<file path="config.mk">
export PLATFORM = sky130hd
export DESIGN_NAME = work_stealing_task_dispatcher
export DESIGN_NICKNAME = d
export VERILOG_FILES = /design/src/rtl/core/wstd_pkg.sv /design/src/rtl/core/work_stealing_task_dispatcher.sv /design/src/rtl/core/wstd_task_ram.sv
export SDC_FILE = /design/constraint.sdc
export NUM_CORES = 2
export LEC_CHECK = 0
export ABC_AREA = 1
export BUFFER_PORTS_ARGS = -buffer_cell sky130_fd_sc_hd__clkbuf_2
export CAP_MARGIN = 10
export CORE_UTILIZATION = 60
export CTS_CLUSTER_SIZE = 16
export DETAILED_ROUTE_END_ITERATION = 10
export PLACE_DENSITY = 0.82
export RECOVER_POWER = 25
export SLEW_MARGIN = 10
export SYNTH_ARGS = -nofsm -noshare
export SYNTH_HDL_FRONTEND = slang
export SYNTH_HIERARCHICAL = 1
export SYNTH_SLANG_ARGS = --single-unit
export TNS_END_PERCENT = 30
</file>
<file path="constraint.sdc">
create_clock -name clock -period 4.75 [get_ports clock]
set_clock_uncertainty 0.05 [all_clocks]
set_input_delay 0.7125 -clock clock [delete_from_list [all_inputs] [get_ports clock]]
set_output_delay 0.7125 -clock clock [all_outputs]
set_load 0.005 [all_outputs]
</file>
<file path="src/rtl/core/wstd_pkg.sv">
// Package for the work-stealing task dispatcher: command, response and
// worker state codes plus the sequencer state type. No dependencies.
`default_nettype none

package wstd_pkg;

   // Command codes on req_command
   typedef enum logic [1:0] {
      CMD_ADD     = 2'd0,
      CMD_REQUEST = 2'd1,
      CMD_SUSPEND = 2'd2,
      CMD_RESUME  = 2'd3
   } cmd_type;

   // Response status codes on rsp_status
   typedef enum logic [2:0] {
      RSP_DONE        = 3'd0,
      RSP_SLEPT       = 3'd1,
      RSP_NOT_WORKING = 3'd2,
      RSP_FULL        = 3'd3,
      RSP_NO_CHANGE   = 3'd4
   } rsp_status_type;

   // Per-worker run state
   typedef enum logic [1:0] {
      WK_WORKING   = 2'd0,
      WK_SLEEPING  = 2'd1,
      WK_SUSPENDED = 2'd2
   } worker_state_type;

   // Sequencer states
   typedef enum logic [2:0] {
      SEQ_IDLE,
      SEQ_MOD,
      SEQ_ADD,
      SEQ_CHECK,
      SEQ_SCAN,
      SEQ_GROUP,
      SEQ_RESP
   } seq_state_type;

   localparam int unsigned CSR_BITS    = 4;
   localparam int unsigned CSR_RESET   = 8;
   localparam int unsigned ID_PORT_BITS = 16;

endpackage

`default_nettype wire

</file>
<file path="src/rtl/core/work_stealing_task_dispatcher.sv">
// Top level of the work-stealing task dispatcher: command sequencer, queue
// pointers and worker states. Depends on wstd_pkg and wstd_task_ram.
//
// Usage: drive req_command/req_worker/req_task_id and pulse start while
// busy is low; the transaction is taken at that edge and busy stays high
// until its response is out. Exactly one response per transaction appears
// for one cycle on the rsp_ ports, marked by rsp_strobe; the receiver has no
// way to stall it. csr_wr_en/csr_wr_data write workers_in_use (reset 8, 0 acts
// as 1); the user must do so only while busy is low; the block does not enforce this.
// Sequencer states, from the accepting edge to the strobe state RESP:
//   add:            MOD (held for each subtraction the round-robin pointer
//                   needs after workers_in_use was lowered), ADD, RESP.
//   request:        CHECK, RESP when the worker is not working, else CHECK,
//                   SCAN over s queues (s = queues scanned, 1..n), RESP; one
//                   queue per cycle through the shared index/compare unit.
//   suspend/resume: GROUP, RESP.
// busy drops the cycle after the strobe. Reset (synchronous) empties all
// queues, puts every worker to sleep and clears the round-robin pointer;
// the task memory is not cleared.
`default_nettype none

module work_stealing_task_dispatcher #(
   parameter int unsigned NUM_QUEUES   = 8,
   parameter int unsigned QUEUE_DEPTH  = 16,
   parameter int unsigned TASK_ID_BITS = 16
) (
   input  wire logic        clock,
   input  wire logic        reset,
   input  wire logic        start,
   output logic             busy,
   input  wire logic [1:0]  req_command,
   input  wire logic [2:0]  req_worker,
   input  wire logic [15:0] req_task_id,
   input  wire logic        csr_wr_en,
   input  wire logic [3:0]  csr_wr_data,
   output logic             rsp_strobe,
   output logic [2:0]       rsp_status,
   output logic [15:0]      rsp_task_out,
   output logic [2:0]       rsp_queue_used,
   output logic             rsp_wake
);

   localparam int unsigned QW = $clog2(NUM_QUEUES);
   localparam int unsigned NW = QW + 1;
   localparam int unsigned PW = $clog2(QUEUE_DEPTH);
   localparam int unsigned FW = $clog2(QUEUE_DEPTH + 1);
   localparam int unsigned SB = (TASK_ID_BITS < wstd_pkg::ID_PORT_BITS) ?
                                TASK_ID_BITS : wstd_pkg::ID_PORT_BITS;

   // control state
   wstd_pkg::seq_state_type    state_ff, state_in;
   wstd_pkg::cmd_type          cmd_ff, cmd_in;
   logic [3:0]                 wiu_ff;
   logic [QW-1:0]              cur_q_ff, cur_q_in;
   logic [NW-1:0]              cnt_ff, cnt_in;
   logic [QW-1:0]              next_q_ff, next_q_in;
   logic                       all_susp_ff, all_susp_in;
   logic [PW-1:0]              head_ff [NUM_QUEUES];
   logic [PW-1:0]              head_in [NUM_QUEUES];
   logic [PW-1:0]              tail_ff [NUM_QUEUES];
   logic [PW-1:0]              tail_in [NUM_QUEUES];
   logic [FW-1:0]              fill_ff [NUM_QUEUES];
   logic [FW-1:0]              fill_in [NUM_QUEUES];
   wstd_pkg::worker_state_type wstat_ff [NUM_QUEUES];
   wstd_pkg::worker_state_type wstat_in [NUM_QUEUES];

   // transaction payload and result registers
   logic [2:0]                 worker_ff, worker_in;
   logic [SB-1:0]              task_ff, task_in;
   wstd_pkg::rsp_status_type   res_status_ff, res_status_in;
   logic [2:0]                 res_qused_ff, res_qused_in;
   logic                       res_wake_ff, res_wake_in;
   logic                       popped_ff, popped_in;

   // memory port signals
   logic                       mem_we, mem_re;
   logic [QW+PW-1:0]           mem_waddr, mem_raddr;
   logic [SB-1:0]              mem_rdata;

   // shared index unit and current-queue views
   logic [7:0]                 wiu8, n8, worker8;
   logic [NW-1:0]              n_act;
   logic [NW-1:0]              q_ext, q_sub, q_plus;
   logic                       q_ge_n;
   logic [QW-1:0]              q_next, worker_q;
   logic [FW-1:0]              cur_fill;
   logic [PW-1:0]              cur_head, cur_tail, head_adv, tail_adv;
   wstd_pkg::worker_state_type cur_wstat;
   logic                       is_full, q_empty, w_bad, scan_last;
   logic [7:0]                 q8;

   // active worker count, clamped to 1..NUM_QUEUES
   assign wiu8 = {4'd0, wiu_ff};
   always_comb begin
      if (wiu_ff == 4'd0) begin
         n8 = 8'd1;
      end else if (wiu8 > 8'(NUM_QUEUES)) begin
         n8 = 8'(NUM_QUEUES);
      end else begin
         n8 = wiu8;
      end
   end
   assign n_act = NW'(n8);

   // shared compare/subtract/increment on the current queue index
   assign q_ext  = {1'b0, cur_q_ff};
   assign q_ge_n = (q_ext >= n_act);
   assign q_sub  = q_ext - n_act;
   assign q_plus = q_ext + NW'(1);
   assign q_next = (q_plus == n_act) ? '0 : QW'(q_plus);
   assign q8     = 8'(cur_q_ff);

   assign worker8  = {5'd0, worker_ff};
   assign worker_q = QW'({5'd0, req_worker});
   assign w_bad    = (worker8 >= n8) || (cur_wstat != wstd_pkg::WK_WORKING);

   assign cur_fill  = fill_ff[cur_q_ff];
   assign cur_head  = head_ff[cur_q_ff];
   assign cur_tail  = tail_ff[cur_q_ff];
   assign cur_wstat = wstat_ff[cur_q_ff];
   assign is_full   = (cur_fill == FW'(QUEUE_DEPTH));
   assign q_empty   = (cur_fill == '0);
   assign head_adv  = (cur_head == PW'(QUEUE_DEPTH - 1)) ? '0 : cur_head + PW'(1);
   assign tail_adv  = (cur_tail == PW'(QUEUE_DEPTH - 1)) ? '0 : cur_tail + PW'(1);
   assign scan_last = (NW'(cnt_ff + NW'(1)) == n_act);

   assign mem_waddr = {cur_q_ff, cur_tail};
   assign mem_raddr = {cur_q_ff, cur_head};

   wstd_task_ram #(
      .ADDR_BITS (QW + PW),
      .DATA_BITS (SB)
   ) u_task_ram (
      .clock   (clock),
      .wr_en   (mem_we),
      .wr_addr (mem_waddr),
      .wr_data (task_ff),
      .rd_en   (mem_re),
      .rd_addr (mem_raddr),
      .rd_data (mem_rdata)
   );

   // next state
   always_comb begin
      state_in = state_ff;
      case (state_ff)
         wstd_pkg::SEQ_IDLE: begin
            if (start) begin
               case (wstd_pkg::cmd_type'(req_command))
                  wstd_pkg::CMD_ADD:     state_in = wstd_pkg::SEQ_MOD;
                  wstd_pkg::CMD_REQUEST: state_in = wstd_pkg::SEQ_CHECK;
                  default:               state_in = wstd_pkg::SEQ_GROUP;
               endcase
            end
         end
         wstd_pkg::SEQ_MOD: begin
            if (!q_ge_n) state_in = wstd_pkg::SEQ_ADD;
         end
         wstd_pkg::SEQ_ADD:   state_in = wstd_pkg::SEQ_RESP;
         wstd_pkg::SEQ_CHECK: begin
            state_in = w_bad ? wstd_pkg::SEQ_RESP : wstd_pkg::SEQ_SCAN;
         end
         wstd_pkg::SEQ_SCAN: begin
            if (!q_empty || scan_last) state_in = wstd_pkg::SEQ_RESP;
         end
         wstd_pkg::SEQ_GROUP: state_in = wstd_pkg::SEQ_RESP;
         wstd_pkg::SEQ_RESP:  state_in = wstd_pkg::SEQ_IDLE;
         default:             state_in = wstd_pkg::SEQ_IDLE;
      endcase
   end

   // datapath and result values
   always_comb begin
      cmd_in        = cmd_ff;
      cur_q_in      = cur_q_ff;
      cnt_in        = cnt_ff;
      next_q_in     = next_q_ff;
      all_susp_in   = all_susp_ff;
      head_in       = head_ff;
      tail_in       = tail_ff;
      fill_in       = fill_ff;
      wstat_in      = wstat_ff;
      worker_in     = worker_ff;
      task_in       = task_ff;
      res_status_in = res_status_ff;
      res_qused_in  = res_qused_ff;
      res_wake_in   = res_wake_ff;
      popped_in     = popped_ff;
      mem_we        = 1'b0;
      mem_re        = 1'b0;
      case (state_ff)
         wstd_pkg::SEQ_IDLE: begin
            if (start) begin
               cmd_in        = wstd_pkg::cmd_type'(req_command);
               worker_in     = req_worker;
               task_in       = req_task_id[SB-1:0];
               cnt_in        = '0;
               res_status_in = wstd_pkg::RSP_DONE;
               res_qused_in  = 3'd0;
               res_wake_in   = 1'b0;
               popped_in     = 1'b0;
               cur_q_in      = (wstd_pkg::cmd_type'(req_command) == wstd_pkg::CMD_REQUEST) ?
                               worker_q : next_q_ff;
            end
         end
         // round-robin pointer mod n by repeated subtraction
         wstd_pkg::SEQ_MOD: begin
            if (q_ge_n) cur_q_in = QW'(q_sub);
         end
         wstd_pkg::SEQ_ADD: begin
            res_qused_in = q8[2:0];
            if (is_full) begin
               res_status_in = wstd_pkg::RSP_FULL;
            end else begin
               mem_we             = 1'b1;
               tail_in[cur_q_ff]  = tail_adv;
               fill_in[cur_q_ff]  = cur_fill + FW'(1);
               next_q_in          = q_next;
               if (q_empty && cur_wstat == wstd_pkg::WK_SLEEPING) begin
                  wstat_in[cur_q_ff] = wstd_pkg::WK_WORKING;
                  res_wake_in        = 1'b1;
               end
            end
         end
         wstd_pkg::SEQ_CHECK: begin
            res_qused_in = worker_ff;
            if (w_bad) res_status_in = wstd_pkg::RSP_NOT_WORKING;
         end
         // steal scan: one queue per cycle, starting at the own queue
         wstd_pkg::SEQ_SCAN: begin
            if (!q_empty) begin
               mem_re            = 1'b1;
               head_in[cur_q_ff] = head_adv;
               fill_in[cur_q_ff] = cur_fill - FW'(1);
               res_qused_in      = q8[2:0];
               popped_in         = 1'b1;
            end else if (scan_last) begin
               wstat_in[QW'(worker8)] = wstd_pkg::WK_SLEEPING;
               res_status_in          = wstd_pkg::RSP_SLEPT;
               res_qused_in           = worker_ff;
            end else begin
               cur_q_in = q_next;
               cnt_in   = NW'(cnt_ff + NW'(1));
            end
         end
         wstd_pkg::SEQ_GROUP: begin
            if ((cmd_ff == wstd_pkg::CMD_SUSPEND) == all_susp_ff) begin
               res_status_in = wstd_pkg::RSP_NO_CHANGE;
            end else begin
               all_susp_in = (cmd_ff == wstd_pkg::CMD_SUSPEND);
               for (int i = 0; i < NUM_QUEUES; i++) begin
                  if (NW'(i) < n_act) begin
                     wstat_in[i] = (cmd_ff == wstd_pkg::CMD_SUSPEND) ?
                                   wstd_pkg::WK_SUSPENDED : wstd_pkg::WK_WORKING;
                  end
               end
            end
         end
         default: begin
         end
      endcase
   end

   // control registers
   always_ff @(posedge clock) begin
      if (reset) begin
         state_ff    <= wstd_pkg::SEQ_IDLE;
         wiu_ff      <= 4'(wstd_pkg::CSR_RESET);
         next_q_ff   <= '0;
         all_susp_ff <= 1'b0;
         for (int i = 0; i < NUM_QUEUES; i++) begin
            head_ff[i]  <= '0;
            tail_ff[i]  <= '0;
            fill_ff[i]  <= '0;
            wstat_ff[i] <= wstd_pkg::WK_SLEEPING;
         end
      end else begin
         state_ff    <= state_in;
         next_q_ff   <= next_q_in;
         all_susp_ff <= all_susp_in;
         head_ff     <= head_in;
         tail_ff     <= tail_in;
         fill_ff     <= fill_in;
         wstat_ff    <= wstat_in;
         if (csr_wr_en) wiu_ff <= csr_wr_data;
      end
   end

   // payload registers
   always_ff @(posedge clock) begin
      cmd_ff        <= cmd_in;
      cur_q_ff      <= cur_q_in;
      cnt_ff        <= cnt_in;
      worker_ff     <= worker_in;
      task_ff       <= task_in;
      res_status_ff <= res_status_in;
      res_qused_ff  <= res_qused_in;
      res_wake_ff   <= res_wake_in;
      popped_ff     <= popped_in;
   end

   // outputs
   assign busy           = (state_ff != wstd_pkg::SEQ_IDLE);
   assign rsp_strobe     = (state_ff == wstd_pkg::SEQ_RESP);
   assign rsp_status     = res_status_ff;
   assign rsp_task_out   = popped_ff ? 16'(mem_rdata) : 16'd0;
   assign rsp_queue_used = res_qused_ff;
   assign rsp_wake       = res_wake_ff;

   // checks
   a_accept_busy: assert property (@(posedge clock) disable iff (reset)
      start && !busy |=> busy)
      else $error("accepted transaction did not raise busy");

   a_strobe_single: assert property (@(posedge clock) disable iff (reset)
      rsp_strobe |=> !rsp_strobe && !busy)
      else $error("response strobe longer than one cycle");

   // current queue index is only meaningful while a transaction is in flight
   a_fill_bound: assert property (@(posedge clock) disable iff (reset)
      busy |-> fill_ff[cur_q_ff] <= FW'(QUEUE_DEPTH))
      else $error("queue fill above depth");

   a_full_no_wake: assert property (@(posedge clock) disable iff (reset)
      rsp_strobe && rsp_status == wstd_pkg::RSP_FULL |-> !rsp_wake)
      else $error("wake reported on full queue");

   a_task_zero: assert property (@(posedge clock) disable iff (reset)
      rsp_strobe && rsp_status != wstd_pkg::RSP_DONE |-> rsp_task_out == 16'd0)
      else $error("task id on a failed response");

endmodule

`default_nettype wire

</file>
<file path="src/rtl/core/wstd_task_ram.sv">
// Task id storage for all worker queues: one write port, one read port
// with registered read data. Uses no package.
`default_nettype none

module wstd_task_ram #(
   parameter int unsigned ADDR_BITS = 7,
   parameter int unsigned DATA_BITS = 16
) (
   input  wire logic                 clock,
   input  wire logic                 wr_en,
   input  wire logic [ADDR_BITS-1:0] wr_addr,
   input  wire logic [DATA_BITS-1:0] wr_data,
   input  wire logic                 rd_en,
   input  wire logic [ADDR_BITS-1:0] rd_addr,
   output logic      [DATA_BITS-1:0] rd_data
);

   logic [DATA_BITS-1:0] mem_ff [2**ADDR_BITS];

   // write port
   always_ff @(posedge clock) begin
      if (wr_en) begin
         mem_ff[wr_addr] <= wr_data;
      end
   end

   // registered read port
   always_ff @(posedge clock) begin
      if (rd_en) begin
         rd_data <= mem_ff[rd_addr];
      end
   end

endmodule

`default_nettype wire

</file>
==> impl_metrics.tcl <==
set metrics [dict create \
    core_um2 151000 \
    antenna_left 0 \
    antenna_cells 0 \
    syn2layout_area_growth_pct 10.6 \
    clockRootBuffer "clkbuf_16" \
    layout_common_cells "nand2_1 (2361), edfxtp_1 (2100), nand3_1 (2059), nor2_1 (303), buf_4 (230)" \
    slew_headroom -1.42 \
    grt_pass1_wl_mm 378 \
    dieArea_um2 154000 \
    wl_met2_mm 118 \
    start_kind "register" \
    setup_tns_ps 0 \
    netlist_top_cells_area "edfxtp_1 (69%), nand3_1 (11%), nand2_1 (9.7%)" \
    drc 0 \
    drtIter0Drc 10200 \
    arrival_ps 5230 \
    synth_edf_count 2100 \
    max_freq_ghz 0.212 \
    cp_slowest_stage_delay_ps 860 \
    met1_length_mm 86.1 \
    wl_per_cell_um 24.9 \
    required_ps 5260 \
    status "finished, violations left" \
    cts_num_sinks 2231 \
    synth_top_family_by_area "simple AND/OR/NAND/NOR gates" \
    crit_slowest_cell "nor3_1" \
    cts-buffers-inserted 210 \
    critPathKind "reg2reg" \
    antenna_found_initial 3 \
    track_usage 0.329 \
    synthFlopType "edfxtp_1" \
    io_buffers 53 \
    cp_common_cell "nand2_1" \
    synth_area_per_cell_um2 11.5 \
    ys_types 52 \
    die_w_um 393 \
    hp-class "in2reg" \
    yosys.area.top_type "edfxtp_1" \
    cellPowerDensity_nw_per_um2 457 \
    critPathCaptureType "register" \
    ir_worst_vdd_mv 0.610 \
    wirelength_mm 255 \
    synth_top_area_frac 0.689 \
    grt_pass1_vias 62500 \
    hold_viol 0 \
    htree_levels 4 \
    setup_slack_ps 25.2 \
    fin_crit_sh 0.995 \
    io_pins 54 \
    drtPass1Iterations 7 \
    cts_buffer_depth 3 \
    grt_max_degree 142 \
    clkTransAtPathRegs_ps 60 \
    vias_per_cell 6.37 \
    syn_nets 8010 \
    top_layer "met5" \
    place_congestion 0.947 \
    p_leak_uw 0.0360 \
    cp_max_fo 14 \
    netlist_instances 7968 \
    synth_seq_cells 2231 \
    synthAdderAreaFrac 0.00186 \
    routed-via-count 65200 \
    synth_warnings 6 \
    violations "max-capacitance violations, max-slew violations" \
    muxShareOfSynthArea 0.000109 \
    async_flop_share 0 \
    die_h_um 393 \
    worstPathCellList "nor2_2, nand2_2, inv_1, nand2_1, nand4_1, a21oi_1, nand2_1, inv_1, nor3_1, nand2_1, nor2_1, buf_4" \
    num-fill-cells 10100 \
    synth_compound_area_frac 0.0154 \
    tightest_slew_ps 3630 \
    syn_area_um2 91500 \
    synth_xor_area_frac 0.00163 \
    overflow 0 \
    fin_crit_ps 4720 \
    drv_slew 1521 \
    synth-simple-area-share 0.228 \
    drive_above_1_share 0.0853 \
    maxCapViolations 13 \
    setup_viol 0 \
    rsz0062_at_grt "false" \
    cts_tree "done" \
    dpl.hpwl_mm 141 \
    layout.nets 8086 \
    layout_commonest_cell "nand2_1" \
    wl_met3_mm 35.7 \
    clock_latency_ps 860 \
    fp-row-count 142 \
    initial_core_util 0.607 \
    fin_util 0.672 \
    pre_cts_slack_ps 157 \
    synth-seq-area-share 0.718 \
]
[routing by layer]
layer / vias to the layer above / track usage
met5: - / 0
met4: 8 / 0.179
met3: 834 / 0.0740
met2: 5178 / 0.516
met1: 30900 / 0.430
li1: 28300 / -
[final timing paths]
| path | endpoint | slack [ps] | from | cells past startpoint |
|---|---|---|---|---|
| max | u_task_ram/mem_ff[58][12] | 30 | cur_q_ff[1] | 12 |
| min | wiu_ff[3] | 80 | csr_wr_en | 2 |
| max reg2reg | u_task_ram/mem_ff[58][12] | 30 | cur_q_ff[1] | 12 |
| min reg2reg | tail_ff[22] | 410 | tail_ff[22] | 2 |
[layout make-up]
cell class              count  area, µm²  share of cell area
clock buffers             267       5630              0.0556
multi-input cells        5091      22600               0.224
repair buffers            357       3100              0.0306
clock inverters           117       1010              0.0100
well taps                2016       2520              0.0249
flip-flops and latches   2231      65700               0.649
inverters                 153        611             0.00603
[logic make-up (layout without fill, tap and decap cells)]
| kind of cell | count (synthesis) | count (layout) |
|---|---|---|
| DFF | 2231 | 2231 |
| adders and majority gates | 13 | 13 |
| xor gates and xnor gates | 14 | 14 |
| muxes | 1 | 1 |
| AOI/OAI and AO/OA | 263 | 263 |
| buffers and inverters | 646 | 894 |
| and+or+nand+nor | 4800 | 4800 |
[flip-flops by register name, summed over array words and instances (netlist names), 2 cells and up]
signal	count
state_ff	3
tail_ff	32
cur_q_ff	3
head_ff	32
worker_ff	3
wstat_ff	16
u_task_ram/rd_data	16
task_ff	16
rsp_status	3
next_q_ff	3
cmd_ff	2
cnt_ff	4
rsp_queue_used	3
wiu_ff	4
fill_ff	40
u_task_ram/mem_ff	2048
[through the flow]
| step | instance area [µm²] | hold slack (ps) | power (µW) | cells |
|---|---|---|---|---|
| after CTS | 101000 | 15.2 | 45900 | 10200 |
| after floorplan | 91500 | 380 | 27100 | 7968 |
| final | 101000 | 82.6 | 46300 | 10200 |
| after global placement | 94600 | 394 | 29700 | 9831 |
| after detailed placement | 94600 | 406 | 29900 | 9831 |
| after global routing | 101000 | 103 | 47200 | 10200 |
[what timing repair did]
item | 4_1_cts | 5_1_grt
setup endpoints to repair | 0 | 20
gates resized for setup | 0 | 1
buffers inserted | 0 | 0
endpoints found under the hold margin | 17 | 0
hold buffers | 17 | 0
[critical path: cells and delay by family, from the launching register on]
family | cells | cell delay (ps)
AOI/OAI and AO/OA | 1 | 60
buffers and inverters | 3 | 850
DFF | 1 | 640
and+or+nand+nor | 8 | 2830
[report_power, final]
group | internal, µW | total [µW] | switching, µW
Clock | 9070 | 16300 | 7250
Combinational | 1290 | 6510 | 5220
Sequential | 23100 | 23400 | 282
Total | 33500 | 46300 | 12800
[synthesized netlist by cell type (4+ instances only)]
master / number
o21ai_0: 121
nor2_1: 303
inv_1: 124
nand4_1: 11
buf_4: 69
a21oi_1: 90
inv_2: 26
dfxtp_1: 131
xnor2_1: 4
buf_1: 42
xor2_1: 8
nor2_2: 4
o22ai_1: 8
nand2_1: 2362
nand3_2: 13
nor2_4: 9
buf_6: 25
o2111ai_1: 4
o21ai_1: 17
nand3_1: 2059
ha_1: 12
a22oi_1: 4
clkbuf_1: 101
nand2_2: 12
edfxtp_1: 2100
nor3_1: 14
buf_2: 255
No activity file was read; power rests on OpenSTA's default activity.
